File: src/rtl/csse_pkg.sv
// Shared types, register indexes and helpers for the character-set scanner.
package csse_pkg;

    // Configuration register indexes
    typedef enum logic [2:0] {
        REG_PATTERN_CHARS  = 3'd0,
        REG_PATTERN_COUNT  = 3'd1,
        REG_CASE_SENSITIVE = 3'd2,
        REG_FIND_MODE      = 3'd3,
        REG_ESCAPE_CHAR    = 3'd4
    } cfg_index_t;

    localparam int unsigned CFG_IDX_W  = 3;
    localparam int unsigned CFG_DATA_W = 64;
    localparam int unsigned CHAR_W     = 8;
    localparam int unsigned POS_W      = 16;
    localparam int unsigned INDEX_W    = 17;

    localparam logic [CHAR_W-1:0] NO_ESCAPE = 8'h00;

    // Current configuration, handed to the match unit as one group
    typedef struct packed {
        logic [63:0]       pattern_chars;
        logic [3:0]        pattern_count;
        logic              case_sensitive;
        logic              find_mode;
        logic [CHAR_W-1:0] escape_char;
    } cfg_t;

    // Classification of one byte
    typedef struct packed {
        logic is_escape;
        logic hit;
    } match_t;

    // Fold a-z to A-Z when folding is on.
    function automatic logic [CHAR_W-1:0] fold_byte(input logic [CHAR_W-1:0] b,
                                                    input logic fold_on);
        if (fold_on && b >= 8'h61 && b <= 8'h7A) begin
            return b - 8'h20;
        end
        return b;
    endfunction

endpackage

File: src/rtl/csse_match.sv
// Byte classifier: case folding, escape detection and parallel set compare.
module csse_match import csse_pkg::*; #(
    parameter int PATTERN_SLOTS = 8
) (
    input  cfg_t              cfg,
    input  logic [CHAR_W-1:0] char_in,
    output match_t            result
);

    localparam logic [3:0] SLOTS = 4'(PATTERN_SLOTS);

    logic [CHAR_W-1:0] folded;
    logic [3:0]        used_slots;
    logic              in_set;

    // Fold the byte and clamp the slot count to the comparators present.
    always_comb begin
        folded     = fold_byte(char_in, !cfg.case_sensitive);
        used_slots = (cfg.pattern_count > SLOTS) ? SLOTS : cfg.pattern_count;
    end

    // One comparator per slot, all in parallel.
    always_comb begin
        in_set = 1'b0;
        for (int k = 0; k < PATTERN_SLOTS; k++) begin
            if (4'(k) < used_slots &&
                fold_byte(cfg.pattern_chars[k*CHAR_W +: CHAR_W], !cfg.case_sensitive)
                    == folded) begin
                in_set = 1'b1;
            end
        end
    end

    // An empty set matches nothing in either mode.
    always_comb begin
        result.is_escape = (cfg.escape_char != NO_ESCAPE) && (folded == cfg.escape_char);
        if (used_slots == 4'd0) begin
            result.hit = 1'b0;
        end else begin
            result.hit = cfg.find_mode ? in_set : !in_set;
        end
    end

endmodule

File: src/rtl/char_set_scanner_with_escape.sv
// Top level of the character-set scanner with escape handling.
// A result beat passes from the input register through the compare to the result register.
// Throughput: one byte per cycle, set by the single-pass compare; a byte that gives a result
// waits while the result register is full, which takes a new beat while m_tready is high.
// Reset: aresetn is synchronous and active low; it empties both stages, clears the scan
// state and loads the register defaults (empty set, case-sensitive, find mode, no escape).
module char_set_scanner_with_escape import csse_pkg::*; #(
    parameter int              PATTERN_SLOTS = 8,
    parameter longint unsigned MAX_LEN       = 65536
) (
    input  logic                  aclk,
    input  logic                  aresetn,
    // Configuration write port
    input  logic                  cfg_we,
    input  logic [CFG_IDX_W-1:0]  cfg_idx,
    input  logic [CFG_DATA_W-1:0] cfg_wdata,
    // Byte stream in
    input  logic                  s_tvalid,
    output logic                  s_tready,
    input  logic [7:0]            s_tdata,   // [7:0] char_in
    input  logic                  s_tlast,   // is_last
    // Result stream out
    output logic                  m_tvalid,
    input  logic                  m_tready,
    output logic [15:0]           m_tdata,   // [15:0] position
    output logic                  m_tuser    // [0] found
);

    localparam longint unsigned INDEX_LIMIT = (MAX_LEN < 64'd65536) ? MAX_LEN : 64'd65536;
    localparam logic [INDEX_W-1:0] IDX_LIM = INDEX_W'(INDEX_LIMIT);

    cfg_t               cfg_reg;
    logic               in_valid_reg;
    logic [CHAR_W-1:0]  in_char_reg;
    logic               in_last_reg;
    logic [INDEX_W-1:0] idx_reg, idx_next;
    logic               skip_reg, skip_next;
    logic               rep_reg, rep_next;
    logic               m_valid_reg;
    logic               m_found_reg;
    logic [POS_W-1:0]   m_pos_reg;

    match_t             match;
    logic               hit;
    logic               emit;
    logic               out_free;
    logic               advance;

    // Configuration registers
    always_ff @(posedge aclk) begin
        if (!aresetn) begin
            cfg_reg.pattern_chars  <= '0;
            cfg_reg.pattern_count  <= '0;
            cfg_reg.case_sensitive <= 1'b1;
            cfg_reg.find_mode      <= 1'b1;
            cfg_reg.escape_char    <= NO_ESCAPE;
        end else if (cfg_we) begin
            unique case (cfg_index_t'(cfg_idx))
                REG_PATTERN_CHARS:  cfg_reg.pattern_chars  <= cfg_wdata;
                REG_PATTERN_COUNT:  cfg_reg.pattern_count  <= cfg_wdata[3:0];
                REG_CASE_SENSITIVE: cfg_reg.case_sensitive <= cfg_wdata[0];
                REG_FIND_MODE:      cfg_reg.find_mode      <= cfg_wdata[0];
                REG_ESCAPE_CHAR:    cfg_reg.escape_char    <= cfg_wdata[CHAR_W-1:0];
                default: ;
            endcase
        end
    end

    csse_match #(
        .PATTERN_SLOTS(PATTERN_SLOTS)
    ) u_match (
        .cfg     (cfg_reg),
        .char_in (in_char_reg),
        .result  (match)
    );

    // Scan state update for the byte in the input register.
    always_comb begin
        hit       = 1'b0;
        emit      = 1'b0;
        skip_next = skip_reg;
        rep_next  = rep_reg;
        if (!rep_reg) begin
            if (skip_reg) begin
                skip_next = 1'b0;
            end else if (match.is_escape) begin
                skip_next = 1'b1;
            end else if (idx_reg < IDX_LIM && match.hit) begin
                hit = 1'b1;
            end
            if (hit) begin
                emit     = 1'b1;
                rep_next = 1'b1;
            end else if (in_last_reg) begin
                emit = 1'b1;
            end
        end
        idx_next = (idx_reg < IDX_LIM) ? idx_reg + 1'b1 : idx_reg;
        // The last byte of a string starts the next one afresh.
        if (in_last_reg) begin
            idx_next  = '0;
            skip_next = 1'b0;
            rep_next  = 1'b0;
        end
    end

    // Handshake between the two stages
    assign out_free = !m_valid_reg || m_tready;
    assign advance  = in_valid_reg && (!emit || out_free);
    assign s_tready = !in_valid_reg || advance;

    // Input register
    always_ff @(posedge aclk) begin
        if (!aresetn) begin
            in_valid_reg <= 1'b0;
        end else if (s_tready) begin
            in_valid_reg <= s_tvalid;
        end
    end

    always_ff @(posedge aclk) begin
        if (s_tvalid && s_tready) begin
            in_char_reg <= s_tdata;
            in_last_reg <= s_tlast;
        end
    end

    // Scan state registers
    always_ff @(posedge aclk) begin
        if (!aresetn) begin
            idx_reg  <= '0;
            skip_reg <= 1'b0;
            rep_reg  <= 1'b0;
        end else if (advance) begin
            idx_reg  <= idx_next;
            skip_reg <= skip_next;
            rep_reg  <= rep_next;
        end
    end

    // Result register
    always_ff @(posedge aclk) begin
        if (!aresetn) begin
            m_valid_reg <= 1'b0;
        end else if (advance && emit) begin
            m_valid_reg <= 1'b1;
        end else if (m_tready) begin
            m_valid_reg <= 1'b0;
        end
    end

    always_ff @(posedge aclk) begin
        if (advance && emit) begin
            m_found_reg <= hit;
            m_pos_reg   <= hit ? idx_reg[POS_W-1:0] : '0;
        end
    end

    assign m_tvalid = m_valid_reg;
    assign m_tdata  = m_pos_reg;
    assign m_tuser  = m_found_reg;

endmodule

File: config.mk
export PLATFORM = sky130hd
export DESIGN_NAME = char_set_scanner_with_escape
export DESIGN_NICKNAME = d
export VERILOG_FILES = /design/src/rtl/csse_pkg.sv /design/src/rtl/csse_match.sv /design/src/rtl/char_set_scanner_with_escape.sv
export SDC_FILE = /design/constraint.sdc
export NUM_CORES = 1
export LEC_CHECK = 0
export BUFFER_PORTS_ARGS = -buffer_cell sky130_fd_sc_hd__buf_2
export CORE_ASPECT_RATIO = 0.5
export CORE_MARGIN = 3
export CORE_UTILIZATION = 55
export DETAILED_ROUTE_END_ITERATION = 6
export PLACE_DENSITY = 0.77
export RECOVER_POWER = 50
export SYNTH_ARGS = -nofsm -noshare
export SYNTH_HDL_FRONTEND = slang
export SYNTH_SLANG_ARGS = --single-unit
export TNS_END_PERCENT = 1
File: constraint.sdc
create_clock -name aclk -period 5.2 [get_ports aclk]
set_clock_uncertainty 0.2 [all_clocks]
set_input_delay 0.52 -clock aclk [delete_from_list [all_inputs] [get_ports aclk]]
set_output_delay 0.52 -clock aclk [all_outputs]
set_load 0.05 [all_outputs]
==> flow_metrics.py <==
metrics = {
    "floorplan": {
        "die_ar_sq_mm": 0.0136,
        "design.portCount": 100,
        "core_region_area_sq_mm": 0.0114,
        "fp.dieH_um": 84.1,
        "num_rows": 27,
        "die_width_um": 162,
        "initial_core_utilization": 0.587,
    },
    "route": {
        "drt-pass1-iter-count": 4,
        "route.met2.wl_mm": 8.21,
        "drtAntennaViolNets": 0,
        "drt-total-wl_mm": 17.2,
        "drc": 0,
        "highest_layer": "met4",
        "met1_length_mm": 7.60,
        "avgViaCountPerCell": 5.80,
        "detail_route.wl_per_cell_um": 16.4,
        "route.vias.total": 6090,
        "detailed_route_iter0_violations": 426,
        "met3RoutedLength_mm": 1.02,
    },
    "setup_path": {
        "timing.critical_path.to_type": "output pin",
        "setup.worst_path.class": "reg2out",
        "worst-path-max-fanout": 32,
        "critical_path.startpoint_type": "flop",
        "cp.arrival_ps": 4230,
        "required_ps": 4480,
    },
    "clocking": {
        "cts-buffers-inserted": 17,
        "clock_latency_ps": 410,
        "htree_levels": 4,
        "cts_hold_buffers": 0,
        "clk_pin_slew_ps": 60,
        "clkSinkCount": 125,
        "clock_tree.root_cell": "clkbuf_16",
        "cts_tree": "yes",
        "clock_path_buffers": 2,
        "cts_post_setup_buffers_inserted": 0,
    },
    "logic_synthesis": {
        "asyncSetResetFlopFracSynth": 0,
        "synthCells": 795,
        "post_synth_main_area_contributors": "dfxtp_1 30%, edfxtp_1 12%, nand2_1 10%",
        "edff_count_synth": 26,
        "ys_warn_count": 0,
        "syn_area_sq_mm": 0.00671,
        "synth.yosys.seq_area_share": 0.412,
        "synth.ff_latch_count": 125,
        "syn-num-nets": 886,
        "syn_area_per_cell_sq_um": 8.43,
        "synth_cell_type_count": 67,
        "synth_top_flop_cell": "dfxtp_1",
        "post-synth-top-area-cell": "dfxtp_1",
        "synth_top_cell_area_share": 0.296,
    },
    "placement": {
        "dpl_cell_area_sq_mm": 0.00726,
        "port_buffers": 99,
        "detailedPlace.worstSlack_ps": 487,
        "final_hpwl_dp_mm": 11.7,
        "routabilityCongestion": 0.906,
    },
    "run": {
        "drv_cap": 1,
    },
    "power_and_ir_drop": {
        "power.density_mw_per_mm2": 313,
        "clock_power_share": 0.502,
        "p_sw_frac": 0.233,
        "pwr-share-comb": 0.078,
        "share_seq_of_total_power": 0.420,
        "net-switching-power_mw": 0.575,
        "irDropWorstVdd_mv": 0.195,
        "internal_power_of_the_cells_mw": 1.89,
        "p_leak_nw": 2.80,
    },
    "timing": {
        "max_slew.worst_pin.slew_ps": 3620,
        "maxSlewHeadroom": -1.41,
        "final_critical_path_setup_slack_ps": 249,
        "timing_max_transition_violations_final": 85,
        "worst_hold_slack_ps": 83.1,
        "final_min_period_over_clock_period": 0.952,
        "setup-tns-final_ps": 0,
        "timing.final.crit_period_ps": 4950,
        "rsz0062_at_grt": "false",
        "final-setup-viol-count": 0,
        "timing.final.hold_violations": 0,
        "max_freq_mhz": 202,
    },
    "cells_and_area": {
        "insertedDiodeCount": 0,
        "nets": 969,
        "area_delta_synth_final_pct": 17.5,
        "largest_reg_flops": 78,
        "postLayoutCellArea_sq_mm": 0.00788,
        "drive_gt1_frac": 0.154,
        "mostFrequentLayoutCell": "nand2_1",
        "leading_cell_types_in_the_layout_fill_and_taps_excluded": "185 x nand2_1, 99 x dfxtp_1, 78 x a21oi_1",
    },
    "global_routing": {
        "wire_length_of_the_first_global_routing_pass_mm": 28.1,
        "antenna_violations_before_repair": 0,
        "grt_max_degree": 85,
        "grt_util_all_layers": 0.253,
        "grt.overflow.total": 0,
        "number_of_global_route_vias_before_repair": 5718,
    },
    "run_status": {
        "status": "finished with violations",
        "failed_checks": "max-capacitance violations, max-slew violations",
    },
    "min_path": {
        "worstHoldPathType": "in2reg",
    },
}
cell families (layout without fill, tap and decap cells):
logic type	after synthesis	after routing	synth area share
xor gates and xnor gates	72	72	0.0940
DFF	125	125	0.412
and+or+nand+nor	332	332	0.234
muxes	17	17	0.0269
buffers and inverters	77	173	0.0515
adders and majority gates	10	10	0.0187
AOI/OAI and AO/OA	162	162	0.163
layout make-up:
cell class	instances	area (sq um)
tap	159	199
sequential	125	2760
clock buffer	24	524
multi-input combinational	593	3640
timing repair buffer	109	538
inverter	32	120
clock inverter	8	98.8
fill	925	3540
final timing paths:
path                                      from              to  slack [ps]  depth (start not counted)
worst max register to register  in_char_reg[1]  in_char_reg[6]         860                         11
worst min-delay path                s_tdata[0]  in_char_reg[0]          80                          1
worst max-delay path            in_char_reg[1]        s_tready         250                         12
worst min register to register     cfg_reg[28]     cfg_reg[28]         290                          2
power by group through the flow:
| stage | logic (mW) | registers (mW) | clock network [mW] |
|---|---|---|---|
| 6_report | 0.193 | 1.04 | 1.24 |
| 5_1_grt | 0.211 | 1.04 | 1.30 |
| 4_1_cts | 0.192 | 1.04 | 1.24 |
| 3_5_place_dp | 0.188 | 1.05 | 0 |
| 3_3_place_gp | 0.183 | 1.05 | 0 |
| 2_1_floorplan | 0.125 | 1.05 | 0 |
synthesized netlist by cell type (3+ instances only):
master	number
o31ai_1	12
xnor2_1	31
nand4_1	3
and2_1	16
inv_1	31
edfxtp_1	26
nand3b_1	5
nand2b_1	8
clkbuf_1	34
mux2i_1	15
nor4bb_1	3
o221ai_1	4
dfxtp_1	99
a21oi_1	78
nand3_1	27
and3_1	6
ha_1	10
nor4_1	17
or4_1	11
xor2_1	41
o21ai_1	8
o21ai_0	4
a21o_1	3
nor2_1	29
a31oi_1	4
o211ai_1	8
o32ai_1	5
nor3_1	6
buf_6	3
nand2_1	185
o21bai_1	5
buf_4	4
o41ai_1	10
per-stage QoR:
step           power [mW]  cells   util
3_5_place_dp         1.24   1018  0.636
4_1_cts              2.47   1050  0.693
3_3_place_gp         1.24   1018  0.636
2_1_floorplan        1.18    795      -
6_report             2.47   1050  0.690
5_1_grt              2.54   1050  0.690
timing repair:
action | 4_1_cts | 5_1_grt
pin swaps | 0 | 0
endpoints found under the setup margin | 1 | 1
resized for setup | 2 | 1
endpoints found under the hold margin | 0 | 0
worst max-delay path, stage by stage (launching register included):
cell and delay [ps]:
edfxtp_1 410, buf_4 230, a21oi_2 150, nor2_1 120
o41ai_4 760, xor2_1 280, nor4_2 100, nor4_2 310
nand3_2 200, mux2_4 470, o21ai_1 350, or2_2 180
buf_2 250
layer usage:
metal | GRT usage | up-vias
met1 | 0.322 | 2905
met4 | 0.0836 | 0
li1 | - | 2951
met3 | 0.0535 | 37
met5 | 0 | -
met2 | 0.429 | 197
Power figures use the tool's default switching activity.
